==> src/design/psm3_pkg.sv <==
// Shared constants, types and helper functions of the 3D point scatter matrix block.
package psm3_pkg;

	// Coordinate format and set size limit.
	localparam int IN_W       = 16;
	localparam int COORD_BITS = 16;
	localparam int MAX_POINTS = 65536;

	// Accumulator and result widths.
	localparam int SUM_W   = 33;
	localparam int SQ_W    = 47;
	localparam int CROSS_W = 48;
	localparam int PCNT_W  = 17;
	localparam int CNT_W   = $clog2(MAX_POINTS + 1);

	// Serial multiply-divide sizing: full product of two sum magnitudes.
	localparam int PROD_W = 2 * SUM_W;
	localparam int STEP_W = $clog2(PROD_W);

	// Number of unique matrix entries.
	localparam int N_ENT = 6;

	// Output stream packing.
	localparam int OUT_BITS   = 3 * SQ_W + 3 * CROSS_W + PCNT_W;
	localparam int OUT_DATA_W = ((OUT_BITS + 7) / 8) * 8;
	localparam int IN_DATA_W  = ((3 * IN_W + 7) / 8) * 8;

	// Matrix entry selector, also the order of the product accumulators.
	typedef enum logic [2:0] {
		SEL_XX,
		SEL_YY,
		SEL_ZZ,
		SEL_XY,
		SEL_XZ,
		SEL_YZ
	} prod_sel_t;

	// Controls from the sequencer to the accumulator bank.
	typedef struct packed {
		logic      capture;
		logic      mark_ovf;
		logic      clear;
		logic      mul_en;
		logic      add_en;
		prod_sel_t mul_sel;
		prod_sel_t rd_sel;
	} acc_ctrl_t;

	// Accumulator contents seen by the sequencer.
	typedef struct packed {
		logic signed [SUM_W-1:0] sx;
		logic signed [SUM_W-1:0] sy;
		logic signed [SUM_W-1:0] sz;
		logic [CROSS_W-1:0]      rd;
		logic [CNT_W-1:0]        count;
		logic                    ovf;
	} acc_stat_t;

	// Takes the low COORD_BITS bits of an input coordinate as a signed value.
	function automatic logic signed [COORD_BITS-1:0] coord_ext(input logic [IN_W-1:0] v);
		logic [IN_W+COORD_BITS-1:0] wide;
		wide = {{COORD_BITS{1'b0}}, v};
		return wide[COORD_BITS-1:0];
	endfunction

	// Magnitude of a signed coordinate sum.
	function automatic logic [SUM_W-1:0] sum_mag(input logic signed [SUM_W-1:0] v);
		logic signed [SUM_W-1:0] n;
		n = -v;
		return v[SUM_W-1] ? n : v;
	endfunction

endpackage

==> src/design/point_scatter_matrix_3d_top.sv <==
// Top level of the streaming 3D point scatter matrix block: sequencer and stream ports.
//
//   Channel  Direction  Payload
//   s_*      in         tdata: px, py, pz; tlast: last_point
//   m_*      out        tdata: cov_xx..cov_yz, point_count; tuser: overflow
//
// A point is transferred, then the shared 16x16 multiplier and its accumulate stage cover
// the six products in turn. A point beyond the set limit is dropped and sets the overflow mark.
// The set end adds six passes of the serial multiply-divide unit (33 shift-add steps and
// 66 quotient bits each) before the result is registered.
// A finished result waits in the output register while the next set is accumulated; the
// block stalls only when a new set end is reached with that register still full.
// Reset clears every accumulator, the count, the overflow mark and the output valid.
module point_scatter_matrix_3d_top import psm3_pkg::*; (
	input  logic                  clk,
	input  logic                  arst_n,
	input  logic                  s_tvalid,
	output logic                  s_tready,
	input  logic [IN_DATA_W-1:0]  s_tdata,   // px, py, pz
	input  logic                  s_tlast,   // last_point
	output logic                  m_tvalid,
	input  logic                  m_tready,
	output logic [OUT_DATA_W-1:0] m_tdata,   // cov_xx, cov_yy, cov_zz, cov_xy, cov_xz,
	                                         // cov_yz, point_count, zero fill
	output logic                  m_tuser    // overflow
);

	typedef enum logic [2:0] {
		ST_IDLE,
		ST_ACC,
		ST_FIN_GO,
		ST_FIN_WAIT,
		ST_OUT
	} state_t;

	state_t                  state_q;
	logic [2:0]              step_q;
	logic [2:0]              fin_e_q;
	logic                    last_q;
	logic [CROSS_W-1:0]      res_q [N_ENT];
	logic                    m_tvalid_q;
	logic [OUT_DATA_W-1:0]   m_tdata_q;
	logic                    m_tuser_q;
	acc_ctrl_t               ctrl;
	acc_stat_t               stat;
	logic                    s_xfer;
	logic                    at_max;
	logic                    out_free;
	logic                    md_start;
	logic                    md_done;
	logic signed [SUM_W-1:0] md_a, md_b;
	logic [CROSS_W-1:0]      md_q;

	assign s_tready = (state_q == ST_IDLE);
	assign s_xfer   = s_tvalid && s_tready;
	assign at_max   = (stat.count == CNT_W'(MAX_POINTS));
	assign out_free = !m_tvalid_q || m_tready;
	assign md_start = (state_q == ST_FIN_GO);

	// Accumulator control for each state.
	always_comb begin
		ctrl          = '0;
		ctrl.mul_sel  = SEL_XX;
		ctrl.rd_sel   = prod_sel_t'(fin_e_q);
		unique case (state_q)
			ST_IDLE: begin
				ctrl.capture  = s_xfer && !at_max;
				ctrl.mark_ovf = s_xfer && at_max;
			end
			ST_ACC: begin
				ctrl.mul_en  = (step_q < 3'(N_ENT));
				ctrl.mul_sel = prod_sel_t'(step_q);
				ctrl.add_en  = (step_q != 3'd0);
				ctrl.rd_sel  = prod_sel_t'(step_q - 3'd1);
			end
			ST_OUT: begin
				ctrl.clear = out_free;
			end
			default: begin
			end
		endcase
	end

	// Operands of the correction term for the entry being finished.
	always_comb begin
		unique case (prod_sel_t'(fin_e_q))
			SEL_XX:  begin md_a = stat.sx; md_b = stat.sx; end
			SEL_YY:  begin md_a = stat.sy; md_b = stat.sy; end
			SEL_ZZ:  begin md_a = stat.sz; md_b = stat.sz; end
			SEL_XY:  begin md_a = stat.sx; md_b = stat.sy; end
			SEL_XZ:  begin md_a = stat.sx; md_b = stat.sz; end
			SEL_YZ:  begin md_a = stat.sy; md_b = stat.sz; end
			default: begin md_a = stat.sx; md_b = stat.sx; end
		endcase
	end

	psm3_acc u_acc (
		.clk    (clk),
		.arst_n (arst_n),
		.ctrl   (ctrl),
		.px     (s_tdata[IN_W-1:0]),
		.py     (s_tdata[2*IN_W-1:IN_W]),
		.pz     (s_tdata[3*IN_W-1:2*IN_W]),
		.stat   (stat)
	);

	psm3_muldiv u_muldiv (
		.clk    (clk),
		.arst_n (arst_n),
		.start  (md_start),
		.a      (md_a),
		.b      (md_b),
		.c      (stat.count),
		.done   (md_done),
		.q      (md_q)
	);

	// Sequencer, result staging and the output register.
	always_ff @(posedge clk or negedge arst_n) begin
		if (!arst_n) begin
			state_q    <= ST_IDLE;
			step_q     <= '0;
			fin_e_q    <= '0;
			last_q     <= 1'b0;
			m_tvalid_q <= 1'b0;
		end else begin
			if (m_tvalid_q && m_tready && state_q != ST_OUT) begin
				m_tvalid_q <= 1'b0;
			end
			unique case (state_q)
				ST_IDLE: begin
					if (s_xfer) begin
						last_q  <= s_tlast;
						step_q  <= '0;
						fin_e_q <= '0;
						if (at_max) begin
							state_q <= s_tlast ? ST_FIN_GO : ST_IDLE;
						end else begin
							state_q <= ST_ACC;
						end
					end
				end
				ST_ACC: begin
					if (step_q == 3'(N_ENT)) begin
						state_q <= last_q ? ST_FIN_GO : ST_IDLE;
					end else begin
						step_q <= step_q + 3'd1;
					end
				end
				ST_FIN_GO: begin
					state_q <= ST_FIN_WAIT;
				end
				ST_FIN_WAIT: begin
					if (md_done) begin
						res_q[fin_e_q] <= stat.rd - md_q;
						if (fin_e_q == 3'(N_ENT - 1)) begin
							state_q <= ST_OUT;
						end else begin
							fin_e_q <= fin_e_q + 3'd1;
							state_q <= ST_FIN_GO;
						end
					end
				end
				ST_OUT: begin
					if (out_free) begin
						m_tdata_q  <= OUT_DATA_W'({PCNT_W'(stat.count),
							res_q[5], res_q[4], res_q[3],
							res_q[2][SQ_W-1:0], res_q[1][SQ_W-1:0], res_q[0][SQ_W-1:0]});
						m_tuser_q  <= stat.ovf;
						m_tvalid_q <= 1'b1;
						state_q    <= ST_IDLE;
					end
				end
				default: begin
					state_q <= ST_IDLE;
				end
			endcase
		end
	end

	assign m_tvalid = m_tvalid_q;
	assign m_tdata  = m_tdata_q;
	assign m_tuser  = m_tuser_q;

	// The accumulators are cleared only as a result is loaded for transfer.
	assert property (@(posedge clk) disable iff (!arst_n)
		ctrl.clear |=> (m_tvalid && stat.count == '0 && !stat.ovf))
		else $error("accumulator clear without a loaded result");

	// The count never passes the set limit.
	assert property (@(posedge clk) disable iff (!arst_n)
		stat.count <= CNT_W'(MAX_POINTS))
		else $error("point count beyond the set limit");

	// A point is dropped only at the limit; it sets the overflow mark and leaves the count as it is.
	assert property (@(posedge clk) disable iff (!arst_n)
		ctrl.mark_ovf |=> (stat.ovf && $stable(stat.count)))
		else $error("dropped point changed the count");

	// The divide unit reports completion only while the sequencer waits for it.
	assert property (@(posedge clk) disable iff (!arst_n)
		md_done |-> (state_q == ST_FIN_WAIT))
		else $error("divide completion outside the wait state");

endmodule

==> src/design/psm3_acc.sv <==
// Accumulator bank with one shared coordinate multiplier for the scatter matrix block.
module psm3_acc import psm3_pkg::*; (
	input  logic              clk,
	input  logic              arst_n,
	input  acc_ctrl_t         ctrl,
	input  logic [IN_W-1:0]   px,
	input  logic [IN_W-1:0]   py,
	input  logic [IN_W-1:0]   pz,
	output acc_stat_t         stat
);

	logic signed [COORD_BITS-1:0]   x_q, y_q, z_q;
	logic signed [COORD_BITS-1:0]   mul_a, mul_b;
	logic signed [2*COORD_BITS-1:0] prod_s1;
	logic signed [SUM_W-1:0]        sx_q, sy_q, sz_q;
	logic [CROSS_W-1:0]             acc_q [N_ENT];
	logic [CROSS_W-1:0]             acc_rd;
	logic [CNT_W-1:0]               count_q;
	logic                           ovf_q;

	// Operand selection for the shared multiplier.
	always_comb begin
		unique case (ctrl.mul_sel)
			SEL_XX:  begin mul_a = x_q; mul_b = x_q; end
			SEL_YY:  begin mul_a = y_q; mul_b = y_q; end
			SEL_ZZ:  begin mul_a = z_q; mul_b = z_q; end
			SEL_XY:  begin mul_a = x_q; mul_b = y_q; end
			SEL_XZ:  begin mul_a = x_q; mul_b = z_q; end
			SEL_YZ:  begin mul_a = y_q; mul_b = z_q; end
			default: begin mul_a = x_q; mul_b = x_q; end
		endcase
	end

	// Single read port of the product accumulators. The diagonal entries are kept at the
	// cross width; their low bits wrap exactly as a narrower register would.
	always_comb begin
		case (ctrl.rd_sel)
			SEL_XX:  acc_rd = acc_q[0];
			SEL_YY:  acc_rd = acc_q[1];
			SEL_ZZ:  acc_rd = acc_q[2];
			SEL_XY:  acc_rd = acc_q[3];
			SEL_XZ:  acc_rd = acc_q[4];
			SEL_YZ:  acc_rd = acc_q[5];
			default: acc_rd = '0;
		endcase
	end

	// Point capture and the registered product of the multiplier stage.
	always_ff @(posedge clk) begin
		if (ctrl.capture) begin
			x_q <= coord_ext(px);
			y_q <= coord_ext(py);
			z_q <= coord_ext(pz);
		end
		if (ctrl.mul_en) begin
			prod_s1 <= mul_a * mul_b;
		end
	end

	// Running sums, product accumulators, point count and overflow mark.
	always_ff @(posedge clk or negedge arst_n) begin
		if (!arst_n) begin
			sx_q    <= '0;
			sy_q    <= '0;
			sz_q    <= '0;
			count_q <= '0;
			ovf_q   <= 1'b0;
			for (int i = 0; i < N_ENT; i++) begin
				acc_q[i] <= '0;
			end
		end else if (ctrl.clear) begin
			sx_q    <= '0;
			sy_q    <= '0;
			sz_q    <= '0;
			count_q <= '0;
			ovf_q   <= 1'b0;
			for (int i = 0; i < N_ENT; i++) begin
				acc_q[i] <= '0;
			end
		end else begin
			if (ctrl.capture) begin
				sx_q    <= sx_q + SUM_W'(coord_ext(px));
				sy_q    <= sy_q + SUM_W'(coord_ext(py));
				sz_q    <= sz_q + SUM_W'(coord_ext(pz));
				count_q <= count_q + CNT_W'(1);
			end
			if (ctrl.mark_ovf) begin
				ovf_q <= 1'b1;
			end
			if (ctrl.add_en) begin
				acc_q[ctrl.rd_sel] <= acc_rd + CROSS_W'(prod_s1);
			end
		end
	end

	assign stat.sx    = sx_q;
	assign stat.sy    = sy_q;
	assign stat.sz    = sz_q;
	assign stat.rd    = acc_rd;
	assign stat.count = count_q;
	assign stat.ovf   = ovf_q;

endmodule

==> src/design/psm3_muldiv.sv <==
// Bit-serial signed multiply then divide unit: truncated (a * b) / c.
module psm3_muldiv import psm3_pkg::*; (
	input  logic                    clk,
	input  logic                    arst_n,
	input  logic                    start,
	input  logic signed [SUM_W-1:0] a,
	input  logic signed [SUM_W-1:0] b,
	input  logic [CNT_W-1:0]        c,
	output logic                    done,
	output logic [CROSS_W-1:0]      q
);

	typedef enum logic [1:0] {
		MD_IDLE,
		MD_MUL,
		MD_DIV,
		MD_DONE
	} md_state_t;

	md_state_t           state_q;
	logic [STEP_W-1:0]   cnt_q;
	logic [PROD_W-1:0]   mcand_q;
	logic [SUM_W-1:0]    mplier_q;
	logic [PROD_W-1:0]   prod_q;
	logic [CNT_W-1:0]    rem_q;
	logic [CNT_W-1:0]    div_q;
	logic [CROSS_W-1:0]  quo_q;
	logic                neg_q;
	logic [CNT_W:0]      rem_try;
	logic [CNT_W:0]      rem_sub;
	logic                fits;

	// Restoring division step: bring down the next product bit and try the divisor.
	assign rem_try = {rem_q, prod_q[PROD_W-1]};
	assign rem_sub = rem_try - {1'b0, div_q};
	assign fits    = (rem_try >= {1'b0, div_q});

	// Sequencer: one shift-add per cycle, then one quotient bit per cycle.
	always_ff @(posedge clk or negedge arst_n) begin
		if (!arst_n) begin
			state_q <= MD_IDLE;
			cnt_q   <= '0;
		end else begin
			unique case (state_q)
				MD_IDLE: begin
					if (start) begin
						mcand_q  <= PROD_W'(sum_mag(a));
						mplier_q <= sum_mag(b);
						prod_q   <= '0;
						neg_q    <= a[SUM_W-1] ^ b[SUM_W-1];
						div_q    <= c;
						cnt_q    <= '0;
						state_q  <= MD_MUL;
					end
				end
				MD_MUL: begin
					if (mplier_q[0]) begin
						prod_q <= prod_q + mcand_q;
					end
					mcand_q  <= {mcand_q[PROD_W-2:0], 1'b0};
					mplier_q <= {1'b0, mplier_q[SUM_W-1:1]};
					if (cnt_q == STEP_W'(SUM_W - 1)) begin
						cnt_q   <= '0;
						rem_q   <= '0;
						quo_q   <= '0;
						state_q <= MD_DIV;
					end else begin
						cnt_q <= cnt_q + STEP_W'(1);
					end
				end
				MD_DIV: begin
					rem_q  <= fits ? rem_sub[CNT_W-1:0] : rem_try[CNT_W-1:0];
					quo_q  <= {quo_q[CROSS_W-2:0], fits};
					prod_q <= {prod_q[PROD_W-2:0], 1'b0};
					if (cnt_q == STEP_W'(PROD_W - 1)) begin
						state_q <= MD_DONE;
					end else begin
						cnt_q <= cnt_q + STEP_W'(1);
					end
				end
				MD_DONE: begin
					state_q <= MD_IDLE;
				end
				default: begin
					state_q <= MD_IDLE;
				end
			endcase
		end
	end

	// Signed result; a zero divisor gives a zero quotient.
	assign done = (state_q == MD_DONE);
	assign q    = (div_q == '0) ? '0 : (neg_q ? -quo_q : quo_q);

endmodule
==> config.mk <==
export PLATFORM = sky130hd
export DESIGN_NAME = point_scatter_matrix_3d_top
export DESIGN_NICKNAME = d
export VERILOG_FILES = /design/src/design/psm3_pkg.sv /design/src/design/point_scatter_matrix_3d_top.sv /design/src/design/psm3_acc.sv /design/src/design/psm3_muldiv.sv
export SDC_FILE = /design/constraint.sdc
export NUM_CORES = 2
export LEC_CHECK = 0
export BUFFER_PORTS_ARGS = -buffer_cell sky130_fd_sc_hd__buf_2
export CORE_MARGIN = 1
export CORE_UTILIZATION = 63
export DETAILED_ROUTE_END_ITERATION = 7
export PLACE_DENSITY = 0.84
export SLEW_MARGIN = 10
export SYNTH_ARGS = -nofsm -noshare
export SYNTH_HDL_FRONTEND = slang
export SYNTH_SLANG_ARGS = --single-unit
==> constraint.sdc <==
create_clock -name clk -period 12.5 [get_ports clk]
set_input_delay 1.875 -clock clk [delete_from_list [all_inputs] [get_ports clk]]
set_output_delay 1.875 -clock clk [all_outputs]
set_load 0.005 [all_outputs]
Word level (Yosys, flattened, before mapping)
Memories as Yosys holds them, arrays and structs flattened. A register that Yosys moved wholly into a read port is not among the register bits.
Cells that the tools add are included.
{ "classes": {"div_mod_pow": 0, "n_shift": 0, "reduce_logical": 40, "add_sub_neg": 15, "n_bitwise": 2, "multipliers": 1, "n_mux": 68, "magnitude_cmp": 4, "n_eq_ne": 38} }
{ "ops": {"columns": ["op", "count"], "rows": [
  ["288-bit two-way mux", 2],
  ["33-bit two-way mux", 9],
  ["288-bit bitwise mux", 1],
  ["48-bit one-hot mux with 6 select lines", 1],
  ["66-bit two-way mux", 3],
  ["33-bit one-hot mux with 2 select lines", 3],
  ["66-bit one-hot mux with 3 select lines", 1],
  ["48-bit two-way mux", 4],
  ["48-bit demux with 3-bit select", 1],
  ["66-bit one-hot mux with 2 select lines", 1],
  ["33-bit by 16-bit adder with 33-bit output", 3],
  ["48-bit one-hot mux with 2 select lines", 1],
  ["17-bit two-way mux", 4],
  ["66-bit adder", 1],
  ["33-bit negation", 2],
  ["16-bit one-hot mux with 2 select lines", 2],
  ["48-bit adder", 1],
  ["48-bit negation", 1],
  ["48-bit subtractor", 1],
  ["17-bit one-hot mux with 2 select lines", 1],
  ["16-bit by 16-bit multiplier with 32-bit output", 1],
  ["3-bit two-way mux", 9],
  ["3-bit by 2-bit == test with 1-bit output (second input constant)", 8],
  ["3-bit == test (second input constant)", 8],
  ["41 further kinds", 99]
]} }
{ "word_totals": {"inputBits": 53, "n_memories": 1, "ram_bits": 288, "ff_bits": 1056, "latch_bits": 0, "romBits": 0} }
{ "memory_table": {"columns": ["memory", "words", "word_bits", "rd", "rd_ports_with_merged_regs", "write_ports", "line", "source"], "rows": [
  ["res_q", 6, 48, 6, 6, 1, "point_scatter_matrix_3d_top.sv:40", "logic [CROSS_W-1:0] res_q [N_ENT];"]
]} }

Depth between registers and ports, before layout
{ "depth": {"depth_word": 10, "ltp_mapped": 33, "mapped_depth_nobuf": 30} }

Hierarchy
A second synthesis with hierarchy kept.
{ "hier_totals": {"hier_cells": 6756, "area_unflattened_um2": 75855.3} }
{ "by_module_without_submodules": {"columns": ["mod", "area_per_inst_um2", "cells_each", "instances"], "rows": [
  ["psm3_acc", 36338.6, 3609, 1],
  ["point_scatter_matrix_3d_top", 22542.9, 1373, 1],
  ["psm3_muldiv", 16973.8, 1774, 1]
]} }

Worst setup path after synthesis
OpenSTA, ideal clock, no wires.
{ "synth_path": {"path_kind": "in2reg", "startpoint": "input port m_tready", "endpoint": "register m_tdata_q[0] (netlist: m_tdata[0]) (read register of res_q), enable pin", "path_slack_ns": 2.434, "path_stages": 4, "t_arrival_ns": 9.365, "required_time_ns": 11.798, "n_path_buf": 1, "cell_sequence": "nand2b_1 and3_1 clkbuf_1 and2_1"} }
{ "synth_via": {"elab_chain_len": 2} }
{ "synth_lines": {"columns": ["element", "line", "source"], "rows": [
  ["from (decl)", "point_scatter_matrix_3d_top.sv:22", "input logic m_tready,"],
  ["1-bit logical OR", "point_scatter_matrix_3d_top.sv:57", "assign out_free = !m_tvalid_q || m_tready;"],
  ["3-bit AND reduction (no source line)", null, null],
  ["to (decl)", "point_scatter_matrix_3d_top.sv:42", "logic [OUT_DATA_W-1:0] m_tdata_q;"]
]} }
No other way between the ends.
A chain may end at the register's enable or synchronous reset.

Worst setup path in the final report
{ "layout_path": {"startpoint": "register state_q[0]", "endpoint": "register u_acc.prod_s1[31] (data pin)"} }
{ "layout_via": {"elab_chain_len": 6} }
{ "layout_lines": {"columns": ["element", "line", "source"], "rows": [
  ["from (decl)", "point_scatter_matrix_3d_top.sv:36", "state_t state_q;"],
  ["from (signal assigned)", "point_scatter_matrix_3d_top.sv:137", "state_q <= s_tlast ? ST_FIN_GO : ST_IDLE;"],
  ["from (signal assigned)", "point_scatter_matrix_3d_top.sv:145", "state_q <= last_q ? ST_FIN_GO : ST_IDLE;"],
  ["3-bit by 1-bit == test with 1-bit output (*)", "point_scatter_matrix_3d_top.sv:65", "unique case (state_q)"],
  ["8-bit two-way mux (*)", "point_scatter_matrix_3d_top.sv:65", null],
  ["3-bit by 2-bit == test with 1-bit output, or another cell as far along", "psm3_acc.sv:23", "unique case (ctrl.mul_sel)"],
  ["3-bit OR reduction (no source line) / 2-bit OR reduction (equally long branches)", null, null],
  ["16-bit one-hot mux with 2 select lines", "psm3_acc.sv:23", null],
  ["16-bit by 16-bit multiplier with 32-bit output (*)", "psm3_acc.sv:56", "prod_s1 <= mul_a * mul_b;"],
  ["to (signal assigned)", "psm3_acc.sv:56", null],
  ["to (decl)", "psm3_acc.sv:14", "logic signed [2*COORD_BITS-1:0] prod_s1;"]
]} }
Mark *: on every way between the ends. The rest lies on a longest branch, timed or not.

==> insert_results.sql <==
INSERT INTO impl_metrics (metric_group, metric, value, unit) VALUES
('yosys', 'yosys.cell_count.top_type', 'sky130_fd_sc_hd__edfxtp_1', ''),
('route', 'drt.antenna.violating_nets', '0', ''),
('run_status', 'status', 'complete, no violations', ''),
('yosys', 'synth-edff-count', '916', ''),
('yosys', 'synth_cell_types', '96', ''),
('clock_network', 'clkLatencyLatePin', '0.79', 'ns'),
('yosys', 'postSynthCellCount', '6923', ''),
('yosys', 'ys_dominant_reg_cell', 'sky130_fd_sc_hd__edfxtp_1', ''),
('route', 'initialDrtViolationCount', '6107', ''),
('timing', 'rsz_0062_raised_after_global_routing', 'false', ''),
('yosys', 'synth_top_area_frac', '0.3652', ''),
('global_routing', 'grt_pass1_wl', '297600', 'um'),
('yosys', 'yosys-top-cells-count', 'sky130_fd_sc_hd__edfxtp_1, sky130_fd_sc_hd__nand2_1, sky130_fd_sc_hd__o21ai_0', ''),
('min_path', 'timing.hold.worst.class', 'reg -> reg', ''),
('route', 'drcViolationCount', '0', ''),
('global_routing', 'grt_util_all_layers', '0.3125', ''),
('clock_network', 'tritoncts', 'yes', ''),
('place', 'post-dp-hpwl', '131400', 'um'),
('clock_network', 'tritoncts.num_buffers', '135', ''),
('finish', 'drive_above_1_share', '0.1005', ''),
('place', 'dp.cells', '8587', ''),
('timing', 'final_min_period_over_clock_period', '0.7607', ''),
('worst_setup_path', 'critical-path-top-delay-family', 'adder cells', ''),
('global_routing', 'grt_max_degree', '174', ''),
('timing', 'timing.final.crit_period', '9.509', 'ns'),
('worst_setup_path', 'maximum_single_stage_delay_on_the_critical_path', '0.91', 'ns'),
('timing', 'fmax', '0.1052', 'GHz'),
('yosys', 'avg_inst_size_synth', '10.88', 'um^2'),
('worst_setup_path', 'startpoint_type_of_the_worst_setup_path', 'register', ''),
('clock_network', 'cts_resized', '0', ''),
('finish', 'final-instance-count-excl-fill', '8833', ''),
('yosys', 'synth_seq_area_share', '0.5064', ''),
('worst_setup_path', 'path_max_fanout', '25', ''),
('die', 'num_io_pins', '360', ''),
('global_routing', 'globalRouteOverflowTotal', '0', ''),
('clock_network', 'clockBufferDepth', '3', ''),
('worst_setup_path', 'critical_path.endpoint_type', 'register', ''),
('die', 'rows', '126', ''),
('worst_setup_path', 'setup.worst_path.class', 'reg -> reg', ''),
('timing', 'setup_viol', '0', ''),
('die', 'die_height', '347.8', 'um'),
('yosys', 'synth-seq-cells', '1341', ''),
('yosys', 'yosys.area.top_type', 'sky130_fd_sc_hd__edfxtp_1', ''),
('die', 'floorplan.initialDensity', '0.6370', ''),
('timing', 'tns', '0', 'ns'),
('yosys', 'syn_area', '75310', 'um^2'),
('timing', 'final-hold-violation-count', '0', ''),
('worst_setup_path', 'wp_data_required', '13.03', 'ns'),
('timing', 'worst_pin_slew', '1.150', 'ns'),
('finish', 'fin_nets', '7886', ''),
('worst_setup_path', 'cp_data_arrival_time', '10.03', 'ns'),
('clock_network', 'clock_sink_count', '1341', ''),
('yosys', 'synthesis.yosys.warnings', '0', ''),
('die', 'fp.dieArea', '120900', 'um^2'),
('yosys', 'async_flop_share', '0.3169', ''),
('route', 'post_drt_wl_per_cell', '21.44', 'um'),
('timing', 'maxSlewViolCount', '0', ''),
('clock_network', 'cts_root_buf', 'sky130_fd_sc_hd__clkbuf_16', ''),
('timing', 'final.setup_skew', '0.05568', 'ns'),
('worst_setup_path', 'timing.critical_path.mode_cell', 'sky130_fd_sc_hd__fa_1', ''),
('clock_network', 'cts_hold_repair.buffers', '0', ''),
('route', 'wirelength', '189300', 'um'),
('finish', 'post-route-util', '0.7028', ''),
('finish', 'areaGrowthSynthToFinish', '10.33', '%'),
('job', 'cap_viol_max_count', '0', ''),
('global_routing', 'grt_antenna_before_repair', '7', ''),
('worst_setup_path', 'cpMaxStageDelayCell', 'sky130_fd_sc_hd__nor3b_1', ''),
('place', 'placement.io_buffers', '357', ''),
('timing', 'hold-worst-slack', '0.4150', 'ns'),
('global_routing', 'first_global_vias', '54309', ''),
('worst_setup_path', 'setup.reg_to_reg.worst_slack', '2.99', 'ns');
## placed cells by master, fill, tap and decap left out, types with 34 or more instances in the layout
master and instances:
sky130_fd_sc_hd__a21o_1 164, sky130_fd_sc_hd__a21oi_1 339, sky130_fd_sc_hd__a221o_1 47, sky130_fd_sc_hd__a221oi_1 45, sky130_fd_sc_hd__a22oi_1 104, sky130_fd_sc_hd__a31oi_1 39, sky130_fd_sc_hd__and2_1 125, sky130_fd_sc_hd__and3_1 40
sky130_fd_sc_hd__buf_2 356, sky130_fd_sc_hd__buf_4 90, sky130_fd_sc_hd__clkbuf_1 42, sky130_fd_sc_hd__clkbuf_16 135, sky130_fd_sc_hd__dfrtp_1 425, sky130_fd_sc_hd__edfxtp_1 916, sky130_fd_sc_hd__fa_1 269, sky130_fd_sc_hd__ha_1 373
sky130_fd_sc_hd__inv_1 413, sky130_fd_sc_hd__nand2_1 681, sky130_fd_sc_hd__nand2b_1 58, sky130_fd_sc_hd__nand3_1 484, sky130_fd_sc_hd__nand4_1 48, sky130_fd_sc_hd__nor2_1 335, sky130_fd_sc_hd__nor2b_1 41, sky130_fd_sc_hd__nor3_1 62
sky130_fd_sc_hd__o21a_1 34, sky130_fd_sc_hd__o21ai_0 629, sky130_fd_sc_hd__o21bai_1 54, sky130_fd_sc_hd__o31ai_1 45, sky130_fd_sc_hd__xnor2_1 255, sky130_fd_sc_hd__xor2_1 139
## state kept, by name (all words and copies together), names as in the netlist, 48 cells and up
name and cells:
m_tdata 302, res_q 285, u_acc.acc_q 288, u_muldiv.mcand_q 66, u_muldiv.prod_q 66, u_muldiv.quo_q 48
## routing by layer
layer,vias up,share of wire,GRT usage
li1,25474,-,-
met1,27029,0.40,0.4093
met2,2707,0.48,0.5177
met3,505,0.089,0.06070
met4,10,0.036,0.1174
met5,-,0.00031,0
## cell type report
cell class / count / area [um^2]
flip-flops and latches: 1341 / 38140
fillers: 8234 / 35150
multi-input cells: 4846 / 34620
clock buffers: 183 / 3618
repair buffers: 449 / 2500
well taps: 1536 / 1922
inverters: 416 / 1562
clock inverters: 61 / 726.9
diodes: 1 / 2.502
## through the flow
step / setup slack [ns] / cell area (um^2)
floorplan: 2.434 / 75320
global placement: 3.213 / 78740
detailed placement: 3.152 / 78740
CTS: 3.146 / 83080
global route: 2.445 / 83090
finish: 2.991 / 83090
## path summary, 6_finish.rpt
check	cells after the start	startpoint	to
max reg2reg	31	state_q[0]	u_acc.prod_s1[31]
min	0	res_q[2][3]	m_tdata[97]
max in group asynchronous	4	arst_n	u_acc.acc_q[4]
max	31	state_q[0]	u_acc.prod_s1[31]
min in group asynchronous	1	arst_n	u_acc.sy_q[30]
min reg2reg	0	res_q[2][3]	m_tdata[97]
## cell families (layout without fill, tap and decap cells)
| logic type | count (synthesis) | after routing | synth area share |
|---|---|---|---|
| flip-flops | 1341 | 1341 | 0.5064 |
| multiplexers | 34 | 34 | 0.004635 |
| buffers and inverters | 737 | 1109 | 0.03698 |
| adder cells (fa/ha/maj) | 644 | 644 | 0.1338 |
| AO/OA/AOI/OAI | 1744 | 1744 | 0.1452 |
| XOR/XNOR | 394 | 394 | 0.04582 |
| AND/OR/NAND/NOR | 2028 | 2028 | 0.1271 |
| other | 1 | 3 | 0.00004979 |
Power is not shown: default switching activity piles up to over one toggle a cycle in this logic, so the estimate is an artifact.
